--- src/hdl/pcs_pkg.sv ---
// ============================================================================
// pcs_pkg
// Shared widths, codes, types and the precision split table for the
// prediction corrector symbolizer.
// ============================================================================
package pcs_pkg;

  localparam int MAX_PRECISION = 24;

  localparam int VAL_W    = 24;          // pred / real_req / previous value
  localparam int RNG_W    = 25;          // corrector range
  localparam int CORR_W   = RNG_W + 1;   // signed corrector and wrapped difference
  localparam int SYM_W    = 25;          // symbol and alphabet
  localparam int CTX_W    = 3;
  localparam int MODE_W   = 2;
  localparam int PREC_W   = 5;
  localparam int BITS_W   = 4;           // bitsSmall / bitsLow
  localparam int CUT_W    = 14;          // small cutoff, at most 2^13
  localparam int LOW_W    = 12;          // low bits, at most 12
  localparam int CFG_AW   = 1;
  localparam int CFG_DW   = 25;
  localparam int MAX_SYMS = 3;
  localparam int CNT_W    = 2;
  localparam int QDEPTH   = 4;
  localparam int QAW      = 2;
  localparam int DIV_STAGES = RNG_W;     // one dividend bit per stage

  localparam int IN_TDATA_W  = 48;       // pred, real_req
  localparam int OUT_TDATA_W = 56;       // symbol, alphabet, zero pad

  localparam logic [PREC_W-1:0] PREC_RESET  = 5'd16;

  localparam logic [MODE_W-1:0] MODE_NONE   = 2'd0;
  localparam logic [MODE_W-1:0] MODE_ACROSS = 2'd2;
  localparam logic [MODE_W-1:0] MODE_RSVD   = 2'd3;

  localparam logic [CTX_W-1:0] CTX_HIGH_BASE = 3'd3;
  localparam logic [CTX_W-1:0] CTX_LOW_POS   = 3'd6;
  localparam logic [CTX_W-1:0] CTX_LOW_NEG   = 3'd7;

  typedef enum logic [CFG_AW-1:0] {
    CFG_PRECISION = 1'b0,
    CFG_RANGE     = 1'b1
  } cfg_idx_t;

  typedef struct packed {
    logic [BITS_W-1:0] bs;
    logic [BITS_W-1:0] bl;
  } split_t;

  // Values derived from the configuration registers; static while items fly.
  typedef struct packed {
    logic [RNG_W-1:0]  r;
    logic [VAL_W-1:0]  half;
    logic [BITS_W-1:0] bl;
    logic              whole;
    logic [CUT_W-1:0]  cutoff;
    logic [CUT_W:0]    twoc1;
    logic [LOW_W-1:0]  low_mask;
    logic [VAL_W-1:0]  neg_lo;
    logic [SYM_W-1:0]  alpha_s;
    logic [SYM_W-1:0]  alpha_h;
    logic [SYM_W-1:0]  alpha_l;
    logic [SYM_W-1:0]  alpha_w;
  } pcs_cfg_t;

  typedef struct packed {
    logic [CTX_W-1:0] ctx;
    logic [SYM_W-1:0] alphabet;
    logic [SYM_W-1:0] symbol;
  } pcs_sym_t;

  typedef struct packed {
    logic [CNT_W-1:0]               cnt;
    pcs_sym_t [MAX_SYMS-1:0]        syms;
  } pcs_entry_t;

  // bitsSmall / bitsLow by saturated precision
  function automatic split_t split_lookup(input logic [PREC_W-1:0] p);
    split_t s;
    s.bs = p[BITS_W-1:0];
    s.bl = '0;
    unique case (p)
      5'd7:    s = '{bs: 4'd4,  bl: 4'd0};
      5'd8:    s = '{bs: 4'd5,  bl: 4'd0};
      5'd9:    s = '{bs: 4'd5,  bl: 4'd0};
      5'd10:   s = '{bs: 4'd5,  bl: 4'd0};
      5'd11:   s = '{bs: 4'd6,  bl: 4'd0};
      5'd12:   s = '{bs: 4'd7,  bl: 4'd0};
      5'd13:   s = '{bs: 4'd7,  bl: 4'd0};
      5'd14:   s = '{bs: 4'd8,  bl: 4'd0};
      5'd15:   s = '{bs: 4'd8,  bl: 4'd3};
      5'd16:   s = '{bs: 4'd9,  bl: 4'd4};
      5'd17:   s = '{bs: 4'd9,  bl: 4'd5};
      5'd18:   s = '{bs: 4'd10, bl: 4'd6};
      5'd19:   s = '{bs: 4'd10, bl: 4'd7};
      5'd20:   s = '{bs: 4'd11, bl: 4'd8};
      5'd21:   s = '{bs: 4'd12, bl: 4'd9};
      5'd22:   s = '{bs: 4'd13, bl: 4'd10};
      5'd23:   s = '{bs: 4'd14, bl: 4'd11};
      5'd24:   s = '{bs: 4'd14, bl: 4'd12};
      default: s = '{bs: p[BITS_W-1:0], bl: 4'd0};  // precision below 7
    endcase
    return s;
  endfunction

endpackage

--- src/hdl/pcs_cfg.sv ---
// ============================================================================
// pcs_cfg
// Configuration registers and the registered values derived from them.
// ============================================================================
module pcs_cfg (
  input  logic                        clk,
  input  logic                        rst_n,
  input  logic                        cfg_we,
  input  logic [pcs_pkg::CFG_AW-1:0]  cfg_addr,
  input  logic [pcs_pkg::CFG_DW-1:0]  cfg_wdata,
  output pcs_pkg::pcs_cfg_t           cfg
);
  import pcs_pkg::*;

  logic [PREC_W-1:0] precision_r;
  logic [RNG_W-1:0]  range_r;

  // level 1
  logic [PREC_W-1:0] p_sat;
  split_t            sp;
  logic [RNG_W-1:0]  r_nxt;
  logic [RNG_W-1:0]  r_r;
  logic [VAL_W-1:0]  half_r;
  logic [BITS_W-1:0] bs_r;
  logic [BITS_W-1:0] bl_r;

  // level 2
  logic [LOW_W-1:0]  low_mask_nxt, low_mask_r;
  logic [RNG_W-1:0]  cmax_nxt, cmax_r;
  logic [RNG_W-1:0]  rnd;
  logic [VAL_W-1:0]  neg_lo_nxt, neg_lo_r;
  logic              whole_nxt, whole_r;
  logic [SYM_W-1:0]  alpha_s_nxt, alpha_s_r;
  logic [CUT_W-1:0]  cutoff_nxt, cutoff_r;
  logic [CUT_W:0]    twoc1_nxt, twoc1_r;
  logic [SYM_W-1:0]  alpha_l_nxt, alpha_l_r;
  logic [SYM_W-1:0]  alpha_w_nxt, alpha_w_r;

  // level 3
  logic [SYM_W-1:0]  alpha_h_nxt, alpha_h_r;

  always_ff @(posedge clk) begin
    if (!rst_n) begin
      precision_r <= PREC_RESET;
      range_r     <= '0;
    end else if (cfg_we) begin
      unique case (cfg_idx_t'(cfg_addr))
        CFG_PRECISION: precision_r <= cfg_wdata[PREC_W-1:0];
        CFG_RANGE:     range_r     <= cfg_wdata[RNG_W-1:0];
        default:       ;
      endcase
    end
  end

  always_comb begin
    if (precision_r == '0) begin
      p_sat = PREC_W'(1);
    end else if (precision_r > PREC_W'(MAX_PRECISION)) begin
      p_sat = PREC_W'(MAX_PRECISION);
    end else begin
      p_sat = precision_r;
    end
    sp    = split_lookup(p_sat);
    r_nxt = (range_r != '0) ? range_r : (RNG_W'(1) << p_sat);
  end

  always_comb begin
    low_mask_nxt = ~({LOW_W{1'b1}} << bl_r);
    cmax_nxt     = r_r - RNG_W'(1) - {1'b0, half_r};
    rnd          = {1'b0, half_r} + {{(RNG_W-LOW_W){1'b0}}, low_mask_nxt};
    neg_lo_nxt   = VAL_W'(rnd >> bl_r);          // ceil(half / 2^bl)
    whole_nxt    = (r_r <= (RNG_W'(1) << bs_r));
    alpha_s_nxt  = SYM_W'(1) << bs_r;
    cutoff_nxt   = CUT_W'(1) << (bs_r - BITS_W'(1));
    twoc1_nxt    = ((CUT_W+1)'(1) << bs_r) - (CUT_W+1)'(1);
    alpha_l_nxt  = SYM_W'(1) << bl_r;
    alpha_w_nxt  = r_r + SYM_W'(1);
    if (bl_r == '0) begin
      alpha_h_nxt = r_r - {{(SYM_W-CUT_W-1){1'b0}}, twoc1_r};
    end else begin
      alpha_h_nxt = SYM_W'(cmax_r >> bl_r) + {1'b0, neg_lo_r} + SYM_W'(1);
    end
  end

  always_ff @(posedge clk) begin
    r_r        <= r_nxt;
    half_r     <= r_nxt[RNG_W-1:1];
    bs_r       <= sp.bs;
    bl_r       <= sp.bl;
    low_mask_r <= low_mask_nxt;
    cmax_r     <= cmax_nxt;
    neg_lo_r   <= neg_lo_nxt;
    whole_r    <= whole_nxt;
    alpha_s_r  <= alpha_s_nxt;
    cutoff_r   <= cutoff_nxt;
    twoc1_r    <= twoc1_nxt;
    alpha_l_r  <= alpha_l_nxt;
    alpha_w_r  <= alpha_w_nxt;
    alpha_h_r  <= alpha_h_nxt;
  end

  assign cfg.r        = r_r;
  assign cfg.half     = half_r;
  assign cfg.bl       = bl_r;
  assign cfg.whole    = whole_r;
  assign cfg.cutoff   = cutoff_r;
  assign cfg.twoc1    = twoc1_r;
  assign cfg.low_mask = low_mask_r;
  assign cfg.neg_lo   = neg_lo_r;
  assign cfg.alpha_s  = alpha_s_r;
  assign cfg.alpha_h  = alpha_h_r;
  assign cfg.alpha_l  = alpha_l_r;
  assign cfg.alpha_w  = alpha_w_r;

endmodule

--- config.mk ---
export PLATFORM = sky130hd
export DESIGN_NAME = pcs_cfg
export DESIGN_NICKNAME = d
export VERILOG_FILES = /design/src/hdl/pcs_pkg.sv /design/src/hdl/pcs_cfg.sv
export SDC_FILE = /design/constraint.sdc
export NUM_CORES = 1
export LEC_CHECK = 0
export BUFFER_PORTS_ARGS = -buffer_cell sky130_fd_sc_hd__buf_4
export CORE_MARGIN = 5
export CORE_UTILIZATION = 35
export CTS_CLUSTER_DIAMETER = 150
export DETAILED_ROUTE_END_ITERATION = 6
export PLACE_DENSITY = 0.62
export SLEW_MARGIN = 30
export SYNTH_ARGS = -nofsm -noshare
export SYNTH_HDL_FRONTEND = slang
export SYNTH_SLANG_ARGS = --single-unit
--- constraint.sdc ---
create_clock -name clk -period 7.05 [get_ports clk]
set_input_delay 0.705 -clock clk [delete_from_list [all_inputs] [get_ports clk]]
set_output_delay 0.705 -clock clk [all_outputs]
set_load 0.02 [all_outputs]
; ---- Yosys cells after proc, flatten, opt, wreduce, memory -nomap -nowiden
; Cells that the tools add are included.
[classes]
n_mux = 5
add_sub_neg = 9
magnitude_cmp = 2
n_shift = 8
reduce_logical = 7
n_bitwise = 2
eq_ne = 18
[op_table]
columns = operator, n
row1 = $pmux 8 s15, 1
row2 = $add 25x1->25 const B, 2
row3 = $mux 25, 2
row4 = $shl 1x4->25 const A, 2
row5 = $eq 5x5->1 const B, 9
row6 = $eq 5x4->1 const B, 8
row7 = $add 24x12->25, 1
row8 = $add 25x24->25, 1
row9 = $le 25x25->1, 1
row10 = $reduce_bool 25->1, 1
row11 = $shl 1x5->25 const A, 1
row12 = $shr 25x4->24, 1
row13 = $shr 25x4->25, 1
row14 = $sub 25x1->25 const B, 1
row15 = $sub 25x15->25, 1
row16 = $sub 25x24->25, 1
row17 = $shl 1x4->15 const A, 1
row18 = $sub 15x2->15 const B, 1
row19 = $shl 1x4->14 const A, 1
row20 = $not 12->12, 1
row21 = $shl 12x4->12 const A, 1
row22 = $mux 5, 2
row23 = $eq 5x3->1 const B, 1
row24 = $gt 5x5->1 const B, 1
row25 = 7 further kinds, 8
[totals]
register_bits = 278
inputBits = 29
elab_cells = 67
output_inout_bits = 219

; ---- Logic depth before layout (Yosys ltp)
; Gate-level depths: netlist (run 1).
[logic_depth]
depth_word = 6
depth_mapped = 20
depth_no_buf = 18

; ---- Least setup slack after synthesis (run 1)
; No wires, ideal clock.
[synth_timing]
kind = register -> register
start = reg bl_r[0]
end = reg alpha_h_r[23]
synth_period_minus_slack_ns = 4.424
required_time_ns = 6.918
slack_ns = 2.626
path_buffers = 3
path_stages_with_launch = 20
setup_ns = 0.132
t_arrival_ns = 4.292
path_cell_list = dfxtp_1 > clkbuf_1 > buf_1 > buf_1 > mux2i_1 > a21oi_1 > mux2i_1 > nand2_1 > o31a_1 > ha_1 > and4_1 > nor2b_1 > a311oi_1 > o41ai_1 > a41oi_1 > a211oi_1 > a21oi_1 > xnor2_1 > nand2_1 > o21ai_0
[synth_via]
elab_chain_len = 4
word_cells_on_any_way = 5
classes_between = add/sub: 2 / shift: 1 / mux: 1 / reduce/logical: 1
[synth_rtl]
columns = element, line
row1 = "start, declared", pcs_cfg.sv:25  ; logic [BITS_W-1:0] bl_r;
row2 = "start signal, assigned", pcs_cfg.sv:89  ; bl_r <= sp.bl;
row3 = $shr 25x4->25, pcs_cfg.sv:81  ; alpha_h_nxt = SYM_W'(cmax_r >> bl_r) + {1'b0, neg_lo_r} + SYM_W'(1);
row4 = $add 25x24->25, pcs_cfg.sv:81
row5 = $add 25x1->25, pcs_cfg.sv:81
row6 = $mux 25 (*), pcs_cfg.sv:78  ; if (bl_r == '0) begin
row7 = net alpha_h_nxt[23], pcs_cfg.sv:40  ; logic [SYM_W-1:0] alpha_h_nxt, alpha_h_r;
row8 = "end signal, assigned", pcs_cfg.sv:99  ; alpha_h_r <= alpha_h_nxt;
row9 = "end, declared", pcs_cfg.sv:40
; Mark *: on every way through the listed nets, which the timed path passes. The rest lies on a longest branch.
; A chain may end at the register's enable or synchronous reset.

; ---- Worst setup path after layout (run 1)
[layout_timing]
start = reg bl_r[0]
end = reg neg_lo_r[14]
[layout_via]
elab_chain_len = 4
[layout_rtl]
columns = element, line
row1 = $shl 12x4->12, pcs_cfg.sv:68  ; low_mask_nxt = ~({LOW_W{1'b1}} << bl_r);
row2 = $not 12->12, pcs_cfg.sv:68
row3 = $add 24x12->25, pcs_cfg.sv:70  ; rnd = {1'b0, half_r} + {{(RNG_W-LOW_W){1'b0}}, low_mask_nxt};
row4 = $shr 25x4->24 (*), pcs_cfg.sv:71  ; neg_lo_nxt = VAL_W'(rnd >> bl_r);
row5 = net neg_lo_nxt[14], pcs_cfg.sv:31  ; logic [VAL_W-1:0] neg_lo_nxt, neg_lo_r;
row6 = "end signal, assigned", pcs_cfg.sv:92  ; neg_lo_r <= neg_lo_nxt;
row7 = "end, declared", pcs_cfg.sv:31
; Marks and branches as above.

==> results of run 1 <==
cells in the mapped netlist (6+ instances only):
cell	number
a211oi_1	26
or3_1	7
and2_1	20
nand4_1	11
o21bai_1	8
nand2b_1	19
o22ai_1	10
a21o_1	57
and3_1	15
mux2i_1	65
buf_1	14
nor3_1	31
clkbuf_1	55
a31oi_1	8
xnor2_1	82
nor2_1	135
nand3_1	29
mux2_2	8
nor4_1	7
inv_1	89
a21boi_0	29
nand2_1	164
o211ai_1	6
o21a_1	14
o21ai_0	63
dfxtp_1	236
a21oi_1	110
buf_4	44
mux4_2	8
nor2b_1	28
ha_1	126
xor2_1	22
how the worst max path moves through the flow:
stage | to | slack (ns)
after floorplan | alpha_h_r[23]$_DFF_P_ | 2.63
final | neg_lo_r[14]$_DFF_P_ | 2.05
after global placement | neg_lo_r[14]$_DFF_P_ | 2.15
after detailed placement | neg_lo_r[14]$_DFF_P_ | 2.12
after CTS | neg_lo_r[14]$_DFF_P_ | 2.06
after global routing | alpha_h_r[23]$_DFF_P_ | 1.68
per-layer routing:
metal  vias up  routed length [um]  GRT usage  part of all wire
met2       398               21700      0.337              0.46
met5         -                   0          0                 0
met4         0                 866     0.0437             0.018
met3        54                3050     0.0326             0.065
met1      5697               21400      0.279              0.45
li1       5973                   -          -                 -
through the flow:
step	utilization	worst slack [ns]	hold WS, ns	area (um2)
3_3_place_gp	0.401	2.15	0.406	15900
6_report	0.427	2.05	0.386	17000
2_1_floorplan	-	2.63	0.367	14100
4_1_cts	0.427	2.06	0.355	17000
5_1_grt	0.427	1.68	0.383	17000
3_5_place_dp	0.401	2.12	0.412	15900
cells by family (layout without fill, tap and decap cells):
logic type	count (synthesis)	in the layout	share of synthesized area
buffers and inverters	206	380	0.0670
muxes	81	81	0.0656
adders and majority gates	130	130	0.118
and+or+nand+nor	492	492	0.164
DFF	236	236	0.337
AOI/OAI and AO/OA	387	387	0.184
xor gates and xnor gates	104	104	0.0649
other	1	18	0.000267
power breakdown:
| part | internal, uW | switching (uW) | total [uW] |
|---|---|---|---|
| clock | 949 | 606 | 1560 |
| sequential | 1540 | 190 | 1730 |
| combinational | 756 | 1080 | 1840 |
sequential cells by signal (all words and copies together) (netlist names):
register and cells:
alpha_h_r 25, alpha_w_r 25, cmax_r 25, range_r 25, half_r 24, neg_lo_r 24
alpha_l_r 16, alpha_s_r 16, twoc1_r 15, cutoff_r 14, low_mask_r 12, precision_r 5
bl_r 4, bs_r 4, r_r 1, whole_r 1
area by class of cell:
cell class              instances  area share
multi-input cells            1212       0.498
clock inverters                19      0.0153
repair buffers                237       0.105
well taps                     525      0.0388
clock buffers                  33      0.0442
inverters                      91      0.0202
flip-flops and latches        236       0.279
worst max-delay path, stage by stage (launching register included):
cell	delay, ns
dfxtp_2	0.88
inv_1	0.65
nand2_1	0.25
ha_1	0.23
inv_1	0.07
fa_1	0.44
nor2b_4	0.15
o2111ai_2	0.13
a31oi_2	0.30
a311oi_2	0.24
or4b_4	0.61
mux2_2	0.30
o221ai_1	0.20
o21ai_0	0.18
o22ai_1	0.24
==> impl_metrics.yaml, run 1 <==
synthesis:
  synth_register_bits: 236
  synthFlopType: "dfxtp_1"
  async_set_or_reset_register_ratio_after_synthesis: 0
  yosysWarnings: 0
  yosys.area.top_type: "dfxtp_1"
  ys_seq_area_frac: 0.337
  total_standard_cell_area_after_synthesis_um2: 14000
  synth-edff-count: 0
  synthesis.area_per_instance_um2: 8.58
  count_of_different_cell_masters_after_synthesis: 83
  synth_cells: 1637
  netlist.area_leader.share: 0.337
  yosys-top-cells-area: "dfxtp_1 (34%), ha_1 (11%), xnor2_1 (5.1%), mux2i_1 (4.6%), nand2_1 (4.4%)"
worst_setup_path:
  start_kind: "register"
  endpoint_kind: "register"
  r2r_cells: 14
  critical_path.startpoint: "bl_r[0]$_SDFF_PP0_"
  setup.reg_to_reg.worst_slack_ns: 2.05
  worstPathMaxFanout: 35
  critical_path_required_ns: 7.50
  worstPathArrival_ns: 5.45
  worstReg2RegStart: "bl_r[0]$_SDFF_PP0_"
  r2r-end: "neg_lo_r[14]$_DFF_P_"
  timing_worst_setup_path_type: "register to register"
clocking:
  clk-insertion-delay-late_ns: 0.56
  cts_tree: "done"
  holdBufCountCts: 0
  worst_setup_hold_path_clk_slew_ns: 0.06
  cts_root_buf: "clkbuf_16"
  clockBufferDepth: 3
  tritoncts.num_buffers: 28
  post_cts.resized_instances: 0
  post_cts_buffers: 0
  tritoncts_num_sinks: 236
  htreeDepth: 1
layout:
  mostFrequentLayoutCells: "buf_4 (237), dfxtp_1 (233), nand2_1 (164), nor2_1 (135), ha_1 (126)"
  post_layout_nets: 1965
  fill_cells: 3984
  mostFrequentLayoutCell: "buf_4"
  syn_to_final_growth_pct: 20.7
  multi_input_area_um2: 8440
  drive_gt1_frac: 0.181
  final_cells: 2353
  diodes: 0
  register_area_um2: 4730
detailed_routing:
  remaining_drc_errors: 0
  routed_wl_mm: 47.0
  route.vias.total: 12122
  initialDrtViolationCount: 948
  number_of_detailed_routing_iterations_run_before_antenna_repair: 5
  avgRoutedWirePerCell_um: 20.0
  via_per_inst: 5.15
  route.antenna.remaining_nets: 0
timing:
  drv_slew: 0
  achievable-frequency_mhz: 200
  worst_slew_margin_rel: 0.339
  tightest_slew_ns: 0.979
  rsz_0062_raised_after_global_routing: "no"
  layout_worst_path_cycle_share: 0.709
  min_period_ns: 5.00
  hold_viol_final: 0
  final-setup-viol-count: 0
  tns_ns: 0
  worst_clock_skew_ns: 0.0194
worst_hold_path:
  worstHoldStart: "cfg_wdata[4]"
  hold_path_depth: 3
  hold_path_end: "precision_r[4]$_SDFFE_PN1P_"
  worst_hold_path_type: "input port to register"
floorplanning:
  die_w_um: 210
  initial_core_util: 0.353
  placementRows: 73
  fp.dieArea_um2: 44200
  dieHeight_um: 210
  fp.coreArea_um2: 39700
  ios: 248
power_and_ir_drop:
  power_density_nw_per_um2: 302
  vdd.ir_drop.worst_mv: 0.176
  design_power_total_uw: 5120
  p_leak_uw: 0.00793
global_routing:
  global_route_wire_length_before_repair_mm: 70.3
  vias_in_the_first_global_route: 11769
  grt_start_max_net_pins: 59
  grt_antenna_before_repair: 1
  track_usage: 0.203
  global_route.overflow_total: 0
run:
  drv.max_cap_violation_count: 0
place:
  dpl.cell_count: 2301
  gp_routability_congestion: 0.886
  place_hpwl_mm: 36.4
  port_buffers: 229
outcome:
  outcome: "complete, no violations"
Note: power is estimated with default switching activity, not from simulation.
==> inputs of run 2 (changes only) <==
Settings changed: ABC_AREA set to 1, PLACE_DENSITY 0.62 to 0.64.
Clock period 7.05 ns to 4.2 ns, I/O delays scaled along.
==> run 2 against run 1 <==
Area after synthesis increased by 7.1%. Die area increased by 6.8%. Clock power increased by 49%. Critical path depth decreased by 1. Sequential power increased by 84%. Via count increased by 25%. Final area increased by 6.4%. Non-clock buffer count increased by 16. Power increased by 110%. Register-to-register slack got worse by 1.6 ns.
==> impl_metrics.yaml, run 2 <==
outcome:
  outcome: "complete, no violations"
synthesis:
  total_standard_cell_area_after_synthesis_um2: 15000
  synth_register_bits: 236
  ys_seq_area_frac: 0.314
  yosys-top-cells-area: "dfxtp_1 (31%), nand2_1 (12%), ha_1 (10%), nand3_1 (7.6%), inv_1 (6.7%)"
  post-synth-top-count-cell: "nand2_1"
  yosysWarnings: 0
  count_of_different_cell_masters_after_synthesis: 54
  synth_top_cells_by_count: "nand2_1 (496), inv_1 (269), dfxtp_1 (236)"
  async_set_or_reset_register_ratio_after_synthesis: 0
  synth-edff-count: 0
  synth_cells: 2175
  synthFlopType: "dfxtp_1"
  netlist.area_leader.share: 0.314
  synthesis.area_per_instance_um2: 6.92
  yosys.area.top_type: "dfxtp_1"
floorplanning:
  placementRows: 76
  dieHeight_um: 217
  initial_core_util: 0.351
  ios: 248
  fp.dieArea_um2: 47200
  die_w_um: 217
  fp.coreArea_um2: 42800
clocking:
  cts_tree: "done"
  clk-insertion-delay-late_ns: 0.60
  htreeDepth: 1
  holdBufCountCts: 0
  clockBufferDepth: 3
  cts_root_buf: "clkbuf_16"
  post_cts_buffers: 0
  worst_setup_hold_path_clk_slew_ns: 0.07
  post_cts.resized_instances: 0
  tritoncts.num_buffers: 28
  tritoncts_num_sinks: 236
global_routing:
  grt_antenna_before_repair: 1
  global_route_wire_length_before_repair_mm: 88.4
  grt_start_max_net_pins: 44
  global_route.overflow_total: 0
  vias_in_the_first_global_route: 14584
  track_usage: 0.244
timing:
  layout_worst_path_cycle_share: 0.891
  min_period_ns: 3.74
  hold_viol_final: 0
  final-setup-viol-count: 0
  rsz_0062_raised_after_global_routing: "no"
  drv_slew: 0
  achievable-frequency_mhz: 267
  worst_clock_skew_ns: 0.0545
  tns_ns: 0
  worst_slew_margin_rel: 0.476
  tightest_slew_ns: 0.786
place:
  placed_inst_area_um2: 17100
  port_buffers: 229
  gp_routability_congestion: 0.964
  place_hpwl_mm: 49.2
power_and_ir_drop:
  internal-power_uw: 5820
  power_density_nw_per_um2: 594
  switching_power_uw: 4890
  design_power_total_uw: 10700
  p_leak_uw: 0.00922
  vdd.ir_drop.worst_mv: 0.382
  power.combinational.fraction: 0.485
  power.share.sequential: 0.297
  share_clk_of_total_power: 0.217
  power.share.switching: 0.457
worst_setup_path:
  worstPathMaxFanout: 8
  timing_worst_setup_path_type: "register to register"
  worstPathArrival_ns: 4.18
  setup.reg_to_reg.worst_slack_ns: 0.46
  critical_path_required_ns: 4.64
  start_kind: "register"
  endpoint_kind: "register"
detailed_routing:
  routed.top_layer: "met5"
  routed_wl_mm: 60.1
  routed_length_on_met3_mm: 4.15
  initialDrtViolationCount: 1122
  route.vias.total: 15103
  via_per_inst: 5.12
  avgRoutedWirePerCell_um: 20.4
  detail_route.wirelength.met1_mm: 26.5
  remaining_drc_errors: 0
  route.met2.wl_mm: 27.1
  number_of_detailed_routing_iterations_run_before_antenna_repair: 5
  route.antenna.remaining_nets: 0
run:
  drv.max_cap_violation_count: 0
worst_hold_path:
  worst_hold_path_type: "input port to register"
layout:
  drive_gt1_frac: 0.157
  final_instance_area_um2: 18000
  syn_to_final_growth_pct: 20.0
  post-route-util: 0.422
  post_layout_nets: 2538
  mostFrequentLayoutCells: "nand2_1 (495), inv_1 (269), buf_4 (253), dfxtp_1 (234), nand3_1 (228)"
  mostFrequentLayoutCell: "nand2_1"
[run 2: cell types whose count changed in the layout (fill, tap and decap cells not counted), moves of 21 or more]
cell	delta
mux2i_1	-60
xor2_1	+50
nor2_1	+44
inv_1	+180
nand3_1	+199
a211oi_1	-21
nor2b_1	-28
nand2_1	+331
a21o_1	-48
o21ai_0	+74
a21boi_0	-28
xnor2_1	-69
[run 2: critical path, cell delays in order, from the launching register on]
cell and delay, ns:
dfxtp_1 0.67, inv_1 0.29, nor2_1 0.41, inv_1 0.23, o21ai_0 0.30, ha_1 0.36
a21oi_1 0.33, o21ai_0 0.16, o21bai_1 0.22, a21oi_1 0.15, o21bai_1 0.08, or2_2 0.27
nand3_1 0.07, nand2_1 0.05
[run 2: area by class of cell]
cell class                 instances  area, um2
fill                            4563      24700
multi-input combinational       1579       8780
sequential                       236       4730
timing repair buffer             253       1900
inverter                         281       1050
clock buffer                      37        785
tap                              546        683
clock inverter                    11        100
antenna                            5       12.5
[run 2: kinds of logic after synthesis]
family,synth area share
multiplexers,0.00333
other,0.000249
buffers and inverters,0.106
adder cells (fa/ha/maj),0.110
XOR/XNOR,0.0495
flip-flops,0.314
AND/OR/NAND/NOR,0.294
AO/OA/AOI/OAI,0.123
[run 2: metrics by stage]
stage	hold WS (ns)	setup WS, ns	instances
6_report	0.0725	0.459	2948
5_1_grt	0.0744	0.202	2943
4_1_cts	0.0512	0.400	2943
3_5_place_dp	0.367	0.460	2895
3_3_place_gp	0.368	0.435	2895
2_1_floorplan	0.365	1.07	2192
[run 2: power by group through the flow]
stage	sequential, uW	clock [uW]	combinational (uW)
floorplan	3400	0	2960
global placement	3220	0	5200
detailed placement	3220	0	5180
CTS	3170	2400	5200
global route	3220	2480	5700
finish	3180	2330	5200
[run 2: routing by layer]
layer | GRT usage | vias up
li1 | - | 7428
met4 | 0.0847 | 2
met1 | 0.327 | 7000
met2 | 0.395 | 562
met5 | 0 | -
met3 | 0.0449 | 111
[run 2: path summary, 6_finish.rpt]
kind         cells after the start                    start                          end
min reg2reg                      0  range_r[0]$_SDFFE_PN0P_               r_r[0]$_DFF_P_
max reg2reg                     13       bl_r[3]$_SDFF_PP0_        alpha_h_r[18]$_DFF_P_
max                             13       bl_r[3]$_SDFF_PP0_        alpha_h_r[18]$_DFF_P_
min                              3             cfg_wdata[4]  precision_r[4]$_SDFFE_PN1P_
